[config.mk]
export PLATFORM = sky130hd
export DESIGN_NAME = stepper_angle_positioner_top
export DESIGN_NICKNAME = d
export VERILOG_FILES = /design/src/hdl/sap_pkg.sv /design/src/hdl/sap_div.sv /design/src/hdl/sap_dp.sv /design/src/hdl/sap_ctrl.sv /design/src/hdl/stepper_angle_positioner_top.sv
export SDC_FILE = /design/constraint.sdc
export NUM_CORES = 1
export LEC_CHECK = 0
export ABC_CLOCK_PERIOD_IN_PS = 3100
export BUFFER_PORTS_ARGS = -buffer_cell sky130_fd_sc_hd__buf_4
export CAP_MARGIN = 20
export CORE_MARGIN = 2
export CORE_UTILIZATION = 50
export DETAILED_ROUTE_END_ITERATION = 16
export PLACE_DENSITY = 0.83
export SKIP_LAST_GASP = 1
export SYNTH_ARGS = -nofsm -noshare
export SYNTH_HDL_FRONTEND = slang
export SYNTH_SLANG_ARGS = --single-unit
[constraint.sdc]
create_clock -name clk_i -period 3.1 [get_ports clk_i]
set_input_delay 0.93 -clock clk_i [delete_from_list [all_inputs] [get_ports clk_i]]
set_output_delay 0.93 -clock clk_i [all_outputs]
set_load 0.005 [all_outputs]
[src/hdl/sap_pkg.sv]
`default_nettype none
package sap_pkg;

  localparam int unsigned KindW  = 2;
  localparam int unsigned AngleW = 9;
  localparam int unsigned SpeedW = 16;
  localparam int unsigned HoldW  = 11;
  localparam int unsigned MaskW  = 4;

  localparam logic [HoldW-1:0]  HoldBase  = 11'd1250;
  localparam logic [AngleW-1:0] FullTurn  = 9'd360;
  localparam logic [AngleW-1:0] HalfTurn  = 9'd180;
  // Angles are doubled so that one step of 7.5 degrees is a whole 15.
  localparam logic [AngleW-1:0] StepDbl   = 9'd15;
  localparam logic [AngleW-1:0] LastLimit = 9'd30;

  localparam logic [KindW-1:0] KindMove = 2'd0;
  localparam logic [KindW-1:0] KindUp   = 2'd1;
  localparam logic [KindW-1:0] KindDown = 2'd2;

  typedef enum logic [3:0] {
    StIdle = 4'b0001,
    StCalc = 4'b0010,
    StDiv  = 4'b0100,
    StStep = 4'b1000
  } state_e;

  typedef struct packed {
    logic cap;
    logic calc;
    logic emit;
    logic store;
  } dp_cmd_t;

  typedef struct packed {
    logic div_done;
    logic has_step;
    logic last_step;
    logic is_move;
    logic slot_free;
  } dp_sts_t;

  function automatic logic [MaskW-1:0] up_mask(input logic [1:0] ph);
    logic [MaskW-1:0] m;
    case (ph)
      2'd0:    m = 4'h3;
      2'd1:    m = 4'h6;
      2'd2:    m = 4'hC;
      default: m = 4'h9;
    endcase
    return m;
  endfunction

  function automatic logic [MaskW-1:0] down_mask(input logic [1:0] ph);
    logic [MaskW-1:0] m;
    case (ph)
      2'd0:    m = 4'h9;
      2'd1:    m = 4'hC;
      2'd2:    m = 4'h6;
      default: m = 4'h3;
    endcase
    return m;
  endfunction

endpackage
`default_nettype wire

[src/hdl/sap_div.sv]
`default_nettype none
module sap_div import sap_pkg::*; (
  input  wire logic              clk_i,
  input  wire logic              rst_ni,
  input  wire logic              start_i,
  input  wire logic [SpeedW-1:0] divisor_i,
  output logic      [HoldW-1:0]  quot_o,
  output logic                   done_o
);

  localparam int unsigned CntW = $clog2(HoldW);
  localparam logic [CntW-1:0] CntLast = CntW'(HoldW - 1);

  logic              busy_q, busy_d;
  logic              done_q, done_d;
  logic [CntW-1:0]   cnt_q, cnt_d;
  logic [SpeedW-1:0] rem_q, rem_d;
  logic [HoldW-1:0]  quo_q, quo_d;
  logic [SpeedW-1:0] div_q, div_d;
  logic              zero_q, zero_d;
  logic [SpeedW:0]   trial;
  logic [SpeedW:0]   diff;
  logic              ge;

  // One quotient bit per cycle by restoring division; the dividend is
  // shifted out of the quotient register as the result bits come in.
  assign trial = {rem_q, quo_q[HoldW-1]};
  assign ge    = trial >= {1'b0, div_q};
  assign diff  = trial - {1'b0, div_q};

  always_comb begin
    busy_d = busy_q;
    done_d = 1'b0;
    cnt_d  = cnt_q;
    rem_d  = rem_q;
    quo_d  = quo_q;
    div_d  = div_q;
    zero_d = zero_q;
    if (start_i) begin
      busy_d = 1'b1;
      cnt_d  = '0;
      rem_d  = '0;
      quo_d  = HoldBase;
      div_d  = divisor_i;
      zero_d = (divisor_i == '0);
    end else if (busy_q) begin
      cnt_d = cnt_q + 1'b1;
      rem_d = ge ? diff[SpeedW-1:0] : trial[SpeedW-1:0];
      quo_d = {quo_q[HoldW-2:0], ge};
      if (cnt_q == CntLast) begin
        busy_d = 1'b0;
        done_d = 1'b1;
      end
    end
  end

  always_ff @(posedge clk_i or negedge rst_ni) begin
    if (!rst_ni) begin
      busy_q <= 1'b0;
      done_q <= 1'b0;
      cnt_q  <= '0;
    end else begin
      busy_q <= busy_d;
      done_q <= done_d;
      cnt_q  <= cnt_d;
    end
  end

  always_ff @(posedge clk_i) begin
    rem_q  <= rem_d;
    quo_q  <= quo_d;
    div_q  <= div_d;
    zero_q <= zero_d;
  end

  // A speed of zero saturates the hold time.
  assign quot_o = zero_q ? HoldBase : quo_q;
  assign done_o = done_q;

endmodule
`default_nettype wire

[src/hdl/sap_dp.sv]
`default_nettype none
module sap_dp import sap_pkg::*; (
  input  wire logic              clk_i,
  input  wire logic              rst_ni,
  input  wire dp_cmd_t           cmd_i,
  output dp_sts_t                sts_o,
  input  wire logic [KindW-1:0]  kind_i,
  input  wire logic [AngleW-1:0] target_deg_i,
  input  wire logic [SpeedW-1:0] speed_i,
  input  wire logic              out_ready_i,
  output logic                   out_valid_o,
  output logic      [MaskW-1:0]  coil_mask_o,
  output logic      [HoldW-1:0]  hold_time_o,
  output logic      [MaskW-1:0]  indicator_toggle_o,
  output logic                   last_o
);

  logic [1:0]        phase_q, phase_d;
  logic [AngleW-1:0] pos_q, pos_d;
  logic [KindW-1:0]  kind_q, kind_d;
  logic [AngleW-1:0] tgt_q, tgt_d;
  logic              up_q, up_d;
  logic [AngleW-1:0] rem_q, rem_d;
  logic              out_valid_q, out_valid_d;
  logic [MaskW-1:0]  mask_q, mask_d;
  logic [HoldW-1:0]  hold_q, hold_d;
  logic [MaskW-1:0]  ind_q, ind_d;
  logic              last_q, last_d;

  logic [AngleW-1:0] tgt_in;
  logic              gt;
  logic [AngleW-1:0] raw;
  logic              wrap;
  logic [AngleW-1:0] travel;
  logic              is_single;
  logic              step_up;
  logic [1:0]        ph_next;
  logic              last_step;
  logic [HoldW-1:0]  quot;
  logic              div_done;

  sap_div u_div (
    .clk_i     (clk_i),
    .rst_ni    (rst_ni),
    .start_i   (cmd_i.cap),
    .divisor_i (speed_i),
    .quot_o    (quot),
    .done_o    (div_done)
  );

  assign tgt_in = (target_deg_i >= FullTurn) ? target_deg_i - FullTurn : target_deg_i;

  // Shortest way round: the direction flips whenever the raw distance wraps.
  assign gt     = tgt_q > pos_q;
  assign raw    = gt ? tgt_q - pos_q : pos_q - tgt_q;
  assign wrap   = raw > HalfTurn;
  assign travel = wrap ? FullTurn - raw : raw;

  assign is_single = (kind_q == KindUp) || (kind_q == KindDown);
  assign step_up   = is_single ? (kind_q == KindUp) : up_q;
  assign ph_next   = phase_q + 2'd1;
  assign last_step = is_single || (rem_q < LastLimit);

  always_comb begin
    phase_d     = phase_q;
    pos_d       = pos_q;
    kind_d      = kind_q;
    tgt_d       = tgt_q;
    up_d        = up_q;
    rem_d       = rem_q;
    mask_d      = mask_q;
    hold_d      = hold_q;
    ind_d       = ind_q;
    last_d      = last_q;
    out_valid_d = out_valid_q && !out_ready_i;
    if (cmd_i.cap) begin
      kind_d = kind_i;
      tgt_d  = tgt_in;
    end
    if (cmd_i.calc) begin
      up_d  = gt ^ wrap;
      rem_d = {travel[AngleW-2:0], 1'b0};
    end
    if (cmd_i.emit) begin
      out_valid_d = 1'b1;
      phase_d     = ph_next;
      rem_d       = rem_q - StepDbl;
      mask_d      = step_up ? up_mask(phase_q) : down_mask(ph_next);
      hold_d      = quot;
      ind_d       = (kind_q == KindDown) ? MaskW'(4'b0001 << ph_next) : '0;
      last_d      = last_step;
    end
    if (cmd_i.store) begin
      pos_d = tgt_q;
    end
  end

  always_ff @(posedge clk_i or negedge rst_ni) begin
    if (!rst_ni) begin
      phase_q     <= '0;
      pos_q       <= '0;
      out_valid_q <= 1'b0;
    end else begin
      phase_q     <= phase_d;
      pos_q       <= pos_d;
      out_valid_q <= out_valid_d;
    end
  end

  always_ff @(posedge clk_i) begin
    kind_q <= kind_d;
    tgt_q  <= tgt_d;
    up_q   <= up_d;
    rem_q  <= rem_d;
    mask_q <= mask_d;
    hold_q <= hold_d;
    ind_q  <= ind_d;
    last_q <= last_d;
  end

  assign sts_o.div_done  = div_done;
  assign sts_o.has_step  = is_single || ((kind_q == KindMove) && (rem_q >= StepDbl));
  assign sts_o.last_step = last_step;
  assign sts_o.is_move   = (kind_q == KindMove);
  assign sts_o.slot_free = !out_valid_q || out_ready_i;

  assign out_valid_o        = out_valid_q;
  assign coil_mask_o        = mask_q;
  assign hold_time_o        = hold_q;
  assign indicator_toggle_o = ind_q;
  assign last_o             = last_q;

endmodule
`default_nettype wire

[src/hdl/sap_ctrl.sv]
`default_nettype none
module sap_ctrl import sap_pkg::*; (
  input  wire logic    clk_i,
  input  wire logic    rst_ni,
  input  wire logic    in_valid_i,
  output logic         in_ready_o,
  input  wire dp_sts_t sts_i,
  output dp_cmd_t      cmd_o
);

  state_e state_q, state_d;

  always_comb begin
    state_d = state_q;
    cmd_o   = '0;
    case (state_q)
      StIdle: begin
        if (in_valid_i) begin
          cmd_o.cap = 1'b1;
          state_d   = StCalc;
        end
      end
      StCalc: begin
        cmd_o.calc = 1'b1;
        state_d    = StDiv;
      end
      StDiv: begin
        if (sts_i.div_done) begin
          if (sts_i.has_step) begin
            state_d = StStep;
          end else begin
            cmd_o.store = sts_i.is_move;
            state_d     = StIdle;
          end
        end
      end
      StStep: begin
        if (sts_i.slot_free) begin
          cmd_o.emit = 1'b1;
          if (sts_i.last_step) begin
            cmd_o.store = sts_i.is_move;
            state_d     = StIdle;
          end
        end
      end
      default: begin
        state_d = StIdle;
      end
    endcase
  end

  always_ff @(posedge clk_i or negedge rst_ni) begin
    if (!rst_ni) begin
      state_q <= StIdle;
    end else begin
      state_q <= state_d;
    end
  end

  assign in_ready_o = (state_q == StIdle);

endmodule
`default_nettype wire

[src/hdl/stepper_angle_positioner_top.sv]
// The first result of a request follows the bit-serial division of 1250 by the speed, with
// the capture and calculation states before it and the handover to the step state after it.
// Further steps of a move follow one per cycle while the output is taken.
// A new request is taken only in the idle state, once the last one is done; a move gives up
// to 24 steps, a single step gives one.
// Reset clears phase, stored angle, state machine and output valid.
`default_nettype none
module stepper_angle_positioner_top import sap_pkg::*; (
  input  wire logic              clk_i,
  input  wire logic              rst_ni,
  input  wire logic              in_valid_i,
  output logic                   in_ready_o,
  input  wire logic [KindW-1:0]  kind_i,
  input  wire logic [AngleW-1:0] target_deg_i,
  input  wire logic [SpeedW-1:0] speed_i,
  output logic                   out_valid_o,
  input  wire logic              out_ready_i,
  output logic      [MaskW-1:0]  coil_mask_o,
  output logic      [HoldW-1:0]  hold_time_o,
  output logic      [MaskW-1:0]  indicator_toggle_o,
  output logic                   last_o
);

  dp_cmd_t cmd;
  dp_sts_t sts;

  sap_ctrl u_ctrl (
    .clk_i      (clk_i),
    .rst_ni     (rst_ni),
    .in_valid_i (in_valid_i),
    .in_ready_o (in_ready_o),
    .sts_i      (sts),
    .cmd_o      (cmd)
  );

  sap_dp u_dp (
    .clk_i              (clk_i),
    .rst_ni             (rst_ni),
    .cmd_i              (cmd),
    .sts_o              (sts),
    .kind_i             (kind_i),
    .target_deg_i       (target_deg_i),
    .speed_i            (speed_i),
    .out_ready_i        (out_ready_i),
    .out_valid_o        (out_valid_o),
    .coil_mask_o        (coil_mask_o),
    .hold_time_o        (hold_time_o),
    .indicator_toggle_o (indicator_toggle_o),
    .last_o             (last_o)
  );

endmodule
`default_nettype wire

==> impl_summary.txt, run 1 <==
----------------------------------------------------
[Pwr]
  Combinational cell fraction of total power ... 60.6%
  Overall Power ... 9.32 mW
  Total leakage power ... 3.31 nW
  Portion of total power attributed to the clock network ... 12.3%
  Internal portion of total power ... 5.32 mW
  Sequential share of power ... 27.1%
  Worst ir drop on vdd ... 0.692 mV
  Net switching component of the power ... 4.00 mW
  Power per cell area ... 1220 nW/um2
  Switching power share of the total ... 43.0%

[Logic synthesis]
  Async set or reset register ratio after synthesis ... 20.6%
  Cell types occupying the most area after synthesis ... edfxtp_1 28%, ha_1 8.9%, dfxtp_1 8.5%, dfrtp_1 8.3%, a21oi_1 4.1%
  Synth cell types ... 77
  Number of instances in the synthesized netlist ... 648
  Cell accounting for the most synthesized area ... edfxtp_1
  Count of flip-flops with a built-in enable after synthesis ... 58
  Yosys warns ... 0
  Synthesized net count ... 727
  Post-synthesis area per instance ... 9.76 um2
  Share of Yosys cell area claimed by the top area cell type ... 27.5%
  Sequential fraction of the synthesis area ... 44.8%
  Synth Flop Type ... edfxtp_1
  Number of synthesized register bits ... 107
  Total standard cell area after synthesis ... 6320 um2

[Cells and area]
  Most common library cell in the layout ignoring fill and taps ... buf_4
  Area growth from synthesis to final layout ... 20.6%
  Top library cells by usage in the layout, fill and taps aside ... 84 x buf_4, 58 x edfxtp_1, 55 x inv_1
  Share of cells above drive strength 1 ... 23.8%
  Number of inserted diodes ... 0
  Core utilization of the finished layout ... 61.2%
  Final net count ... 804

[Place]
  Buffers on Ports ... 52
  RePlAce Congestion ... 0.919
  DP Wirelength ... 10200 um
  Post-place setup slack ... -0.0737 ns

[Routing]
  Total wire length after detailed routing ... 13700 um
  Number of remaining DRC errors ... 0
  Routed vias/inst ... 5.46
  Number of violations reported at the end of detailed-routing iteration 0 ... 375
  Detail Route Antenna Nets ... 0
  Vias ... 4928
  TritonRoute pass-1 iters ... 5
  Post-detailed-route wirelength per cell ... 15.2 um

[Global routing]
  Total global routing overflow ... 0
  Antenna violations before repair ... 0
  GR Util All Layers ... 21.1%
  Vias in the first global route ... 4924
  First-pass GRT wire length ... 22600 um
  Largest net degree at the start of global routing ... 39

[Run]
  Max-cap violations ... 0

[Critical path]
  Nature of the critical path endpoint ... flip-flop
  Setup Crit Path Kind ... flip-flop to flip-flop
  Crit path max fanout ... 5
  Data arrival time of the critical path ... 3.24 ns
  Required @ worst endpoint ... 3.30 ns
  Critical Path Start Type ... flip-flop

[Run status]
  Status ... completed

[Timing]
  Setup repair after global routing missed its margin ... true
  Slew Limit Fails ... 0
  Final count of negative-setup-slack endpoints ... 0
  Setup skew after layout ... 0.00742 ns
  Final hold violations ... 0
  Slew at the pin closest to its max-slew limit ... 0.920 ns
  Part of the cycle the worst path needs ... 97.8%
  Minimum period implied by the final worst setup slack ... 3.03 ns
  Post-route setup slack ... 0.0673 ns
  Tightest slew margin relative to the limit ... 38.7%
  FMAX ... 0.330 GHz

[Min path]
  Hold WC Path Type ... input port to async pin

[CTS]
  CTS H-tree depth ... 3
  Number of buffers inserted by hold repair at cts ... 0
  CTS tree ... done
  Buffer type at the clock tree root ... clkbuf_16
  Inserted Clock Buffers ... 9
  Maximum root-to-sink buffer count ... 2
  Clk sinks ... 107
  Clock edge transition at the registers on the reported setup and hold paths ... 0.07 ns
  Source-to-sink clock delay at the later pin of the worst-skew pair ... 0.36 ns

[Die]
  Vert. Die Dim ... 116 um
  Total die area ... 13600 um2
  Row cnt ... 41
  Area of the core region ... 12500 um2
  Number of primary I/O pins ... 53
  Initial Utilization ... 50.7%
  Die X ... 116 um

----------------------------------------------------
## synth_stat cells, types with 13 or more instances
cell type / n
edfxtp_1: 58
inv_1: 57
nor2_1: 53
a21oi_1: 52
nand2_1: 51
o21ai_0: 47
ha_1: 45
dfxtp_1: 27
dfrtp_1: 21
mux2i_1: 16
xnor2_1: 15
or2_2: 13
xor2_1: 13
## stage by stage
step,TNS (ns),std cells,hold slack [ns],cell area [um2]
after floorplan,0,648,0.438,6330
after global placement,0,877,0.460,7020
after detailed placement,-0.250,877,0.484,7020
after CTS,-0.0277,893,0.463,7330
after global routing,-0.739,902,0.470,7620
final,0,902,0.456,7620
## logic make-up after synthesis
group	after synthesis	share of synthesized area [%]
multiplexers	18	2.93
flip-flops	107	44.8
AO/OA/AOI/OAI	163	16.6
AND/OR/NAND/NOR	205	16.2
buffers and inverters	76	4.75
adder cells (fa/ha/maj)	48	9.85
XOR/XNOR	31	4.83
## power by group through the flow
stage,clock (mW),combinational (mW),sequential (mW)
6_report,1.15,5.65,2.53
5_1_grt,1.22,6.30,2.59
4_1_cts,1.16,5.05,2.51
3_5_place_dp,0,4.98,2.54
3_3_place_gp,0,4.81,2.50
2_1_floorplan,0,3.89,2.39
## critical path, cell delays in order, from the launching register on
cell and delay (ns):
edfxtp_1 0.40, buf_4 0.16, ha_4 0.17, a21o_1 0.16, a21oi_2 0.17, nand2_2 0.12
a21oi_4 0.17, nor2_4 0.07, mux2i_2 0.23, ha_2 0.23, nor4_2 0.04, o211ai_1 0.27
a21oi_2 0.11, or4_4 0.52, o221ai_2 0.07
## worst paths after layout
kind | startpoint | end | slack (ns) | cells after the start
hold / removal | rst_ni | u_dp.pos_q[6]$_DFFE_PN0P_ | 0.46 | 1
hold reg to reg | u_dp.u_div.done_o$_DFF_PN0_ | u_ctrl.state_q[2]$_DFFE_PN0P_ | 0.48 | 1
max in group asynchronous | rst_ni | u_ctrl.state_q[0]$_DFFE_PN1P_ | 2.34 | 1
min in group clk_i | u_dp.u_div.done_o$_DFF_PN0_ | u_ctrl.state_q[2]$_DFFE_PN0P_ | 0.48 | 1
setup reg to reg | u_dp.tgt_q[3]$_DFFE_PP_ | u_dp.rem_q[2]$_DFFE_PP_ | 0.07 | 14
setup / recovery | u_dp.tgt_q[3]$_DFFE_PP_ | u_dp.rem_q[2]$_DFFE_PP_ | 0.07 | 14
## per-layer routing
layer | vias up | track usage (%) | wire length (um)
met5 | - | 0 | 0
li1 | 2459 | - | -
met4 | 0 | 5.56 | 145
met1 | 2331 | 26.7 | 6030
met3 | 16 | 4.83 | 671
met2 | 122 | 36.4 | 6860
## sequential cells by signal, summed over array words and instances, names as in the netlist, 2 cells and up
signal,flops
u_dp.kind_q,2
u_dp.u_div.div_q,16
u_dp.rem_q,9
u_dp.pos_q,9
u_dp.phase_q,2
u_dp.coil_mask_o,4
u_dp.u_div.quo_q,11
u_dp.indicator_toggle_o,4
u_dp.tgt_q,9
u_dp.u_div.rem_q,16
u_ctrl.state_q,4
u_dp.hold_time_o,11
u_dp.u_div.cnt_q,4
## area by class of cell
class	instances	area, um2
fillers	1035	4840
clock inverters	5	42.5
multi-input cells	465	3430
flip-flops and latches	107	2830
inverters	58	218
repair buffers	84	631
clock buffers	11	253
well taps	172	215
## timing repair
item	in CTS	in global routing
resized for setup	4	42
endpoints found under the setup margin	5	9
setup buffers	0	9
pin swaps	1	16
(Power assumes the default switching activity.)
==> run 2, diff against run 1 <==
--- a/config.mk
+++ b/config.mk
@@ -12,6 +12,7 @@
 export CORE_UTILIZATION = 50
 export DETAILED_ROUTE_END_ITERATION = 16
 export PLACE_DENSITY = 0.83
+export RECOVER_POWER = 50
 export SKIP_LAST_GASP = 1
 export SYNTH_ARGS = -nofsm -noshare
 export SYNTH_HDL_FRONTEND = slang
==> impl_summary.txt, run 2 (synthesis results as in run 1) <==
----------------------------------------------------
[Pwr]
  Total leakage power ... 3.26 nW (-1.6%)
  Power per cell area ... 1230 nW/um2 (+0.45%)
  Overall Power ... 9.30 mW (-0.23%)
  Worst ir drop on vdd ... 0.691 mV (-0.24%)

[Timing]
  Post-route setup slack ... 0.0675 ns (+0.000229 ns)
  Minimum period implied by the final worst setup slack ... 3.03 ns (-0.000229 ns)
  Final hold violations ... 0 (unchanged)
  Part of the cycle the worst path needs ... 97.8% (about the same)
  Tightest slew margin relative to the limit ... 12.7% (-26 points)
  Final count of negative-setup-slack endpoints ... 0 (unchanged)
  Worst hold margin ... 0.485 ns (+0.0283 ns)
  Setup skew after layout ... 0.00691 ns (-0.000509 ns)
  FMAX ... 0.330 GHz (about the same)
  Setup repair after global routing missed its margin ... true
  Slew Limit Fails ... 0 (unchanged)
  Slew at the pin closest to its max-slew limit ... 1.31 ns (+0.390 ns)
  Total Negative Setup Slacks ... 0 ns (unchanged)

[Routing]
  TritonRoute pass-1 iters ... 5 (unchanged)
  Total wire length after detailed routing ... 13700 um (-0.21%)
  Vias ... 4919 (-0.18%)
  Number of remaining DRC errors ... 0 (unchanged)
  Post-detailed-route wirelength per cell ... 15.2 um (-0.21%)
  Detail Route Antenna Nets ... 0 (unchanged)
  Number of violations reported at the end of detailed-routing iteration 0 ... 389 (+3.7%)
  Routed vias/inst ... 5.45 (-0.18%)

[Place]
  RePlAce Congestion ... 0.919 (unchanged)
  Cell area after placement ... 7020 um2 (unchanged)
  Buffers on Ports ... 52 (unchanged)
  Placed insts ... 877 (unchanged)
  Post-place setup slack ... -0.0737 ns (unchanged)
  DP Wirelength ... 10200 um (unchanged)

[Die]
  Area of the core region ... 12500 um2 (unchanged)
  Total die area ... 13600 um2 (unchanged)
  Initial Utilization ... 50.7% (unchanged)
  Die X ... 116 um (unchanged)
  Vert. Die Dim ... 116 um (unchanged)
  Number of primary I/O pins ... 53 (unchanged)
  Row cnt ... 41 (unchanged)

[Global routing]
  Antenna violations before repair ... 0 (unchanged)
  Largest net degree at the start of global routing ... 39 (unchanged)
  GR Util All Layers ... 21.1% (unchanged)
  Total global routing overflow ... 0 (unchanged)
  First-pass GRT wire length ... 22600 um (unchanged)
  Vias in the first global route ... 4924 (unchanged)

[Critical path]
  Critical Path Most Common Cell ... a21oi_2
  Biggest cell delay along the critical path ... 0.52 ns (about the same)
  CP delay by family, top ... compound AO/OA/AOI/OAI gates
  Data arrival time of the critical path ... 3.24 ns (about the same)
  Critical-path cell list ... buf_4, ha_4, a21o_1, a21oi_2, nand2_2, a21oi_4, nor2_4, mux2i_2, ha_2, nor4_2, o211ai_1, a21oi_2, or4_4, o221ai_2
  Critical Path Start Type ... flip-flop
  WP buf/inv ... 1 (unchanged)
  Required @ worst endpoint ... 3.30 ns (about the same)
  Crit path max fanout ... 5 (unchanged)
  Cell with the largest stage delay on the worst path ... or4_4
  Setup Crit Path Kind ... flip-flop to flip-flop
  Nature of the critical path endpoint ... flip-flop

[CTS]
  Clk sinks ... 107 (unchanged)
  CTS tree ... done
  Inserted Clock Buffers ... 9 (unchanged)
  Buffer type at the clock tree root ... clkbuf_16
  Clock edge transition at the registers on the reported setup and hold paths ... 0.07 ns (about the same)
  CTS H-tree depth ... 3 (unchanged)
  Source-to-sink clock delay at the later pin of the worst-skew pair ... 0.36 ns (about the same)
  Maximum root-to-sink buffer count ... 2 (unchanged)

[Cells and area]
  Filler-free cell count of the finished design ... 902 (unchanged)
  Top library cells by usage in the layout, fill and taps aside ... 58 x edfxtp_1, 55 x inv_1, 52 x nor2_1
  Cell area after layout ... 7570 um2 (-0.67%)
  Most common library cell in the layout ignoring fill and taps ... edfxtp_1
  Share of cells above drive strength 1 ... 22.1% (-1.8 points)
  Number of inserted diodes ... 0 (unchanged)
  Core utilization of the finished layout ... 60.8% (-0.41 points)
  Combined area of the multi-input logic cells ... 3430 um2 (unchanged)
  Area growth from synthesis to final layout ... 19.8%
  Final net count ... 804 (unchanged)
  Largest regs ... u_dp.u_div.div_q x16, u_dp.u_div.rem_q x16
  Sequential cell area ... 2830 um2 (unchanged)
  Layout fillers ... 1047 (+1.2%)

[Run]
  Max-cap violations ... 0 (unchanged)

[Min path]
  Hold WC Path Type ... flip-flop to flip-flop

[Run status]
  Status ... completed

----------------------------------------------------
-- run 2: cell types whose count changed in the layout (fill, tap and decap cells not counted) --
cell and change:
buf_4 -42, and2_0 +1, clkbuf_1 +13, clkbuf_4 +28
and2_1 -1, clkbuf_2 +1
-- run 2: final timing paths --
kind	startpoint	endpoint	slack (ns)	cells past startpoint
worst max-delay path	u_dp.tgt_q[3]$_DFFE_PP_	u_dp.rem_q[2]$_DFFE_PP_	0.07	14
worst min-delay path	u_dp.u_div.done_o$_DFF_PN0_	u_ctrl.state_q[2]$_DFFE_PN0P_	0.48	1
worst max register to register	u_dp.tgt_q[3]$_DFFE_PP_	u_dp.rem_q[2]$_DFFE_PP_	0.07	14
worst min register to register	u_dp.u_div.done_o$_DFF_PN0_	u_ctrl.state_q[2]$_DFFE_PN0P_	0.48	1
max in group asynchronous	rst_ni	u_dp.out_valid_o$_DFF_PN0_	1.48	1
min in group asynchronous	rst_ni	u_dp.pos_q[6]$_DFFE_PN0P_	0.84	1
-- run 2: report_power, final --
group,leakage (nW),switching [mW],total [mW],internal [mW]
clock,0.148,0.544,1.15,0.601
sequential,1.05,0.393,2.53,2.14
combinational,2.06,3.06,5.62,2.56
total,3.26,4.00,9.30,5.30
-- run 2: area by class of cell --
class,count,share of cell area [%]
clock buffers,11,3.34
inverters,58,2.87
clock inverters,5,0.562
flip-flops and latches,107,37.4
multi-input cells,465,45.3
repair buffers,84,7.65
well taps,172,2.84
-- run 2: repair_timing --
item                       in CTS  in global routing
gates resized for setup         4                 42
setup endpoints to repair       5                  9
pin swaps                       1                 16
setup buffers                   0                  9
hold buffers                    0                  0
-- run 2: routing by layer --
metal | part of all wire, % | GRT usage (%) | vias to the layer above
met5 | 0 | 0 | -
met4 | 1.0 | 5.56 | 0
met3 | 4.2 | 4.83 | 14
met2 | 50 | 36.4 | 107
met1 | 45 | 26.7 | 2336
li1 | - | - | 2462
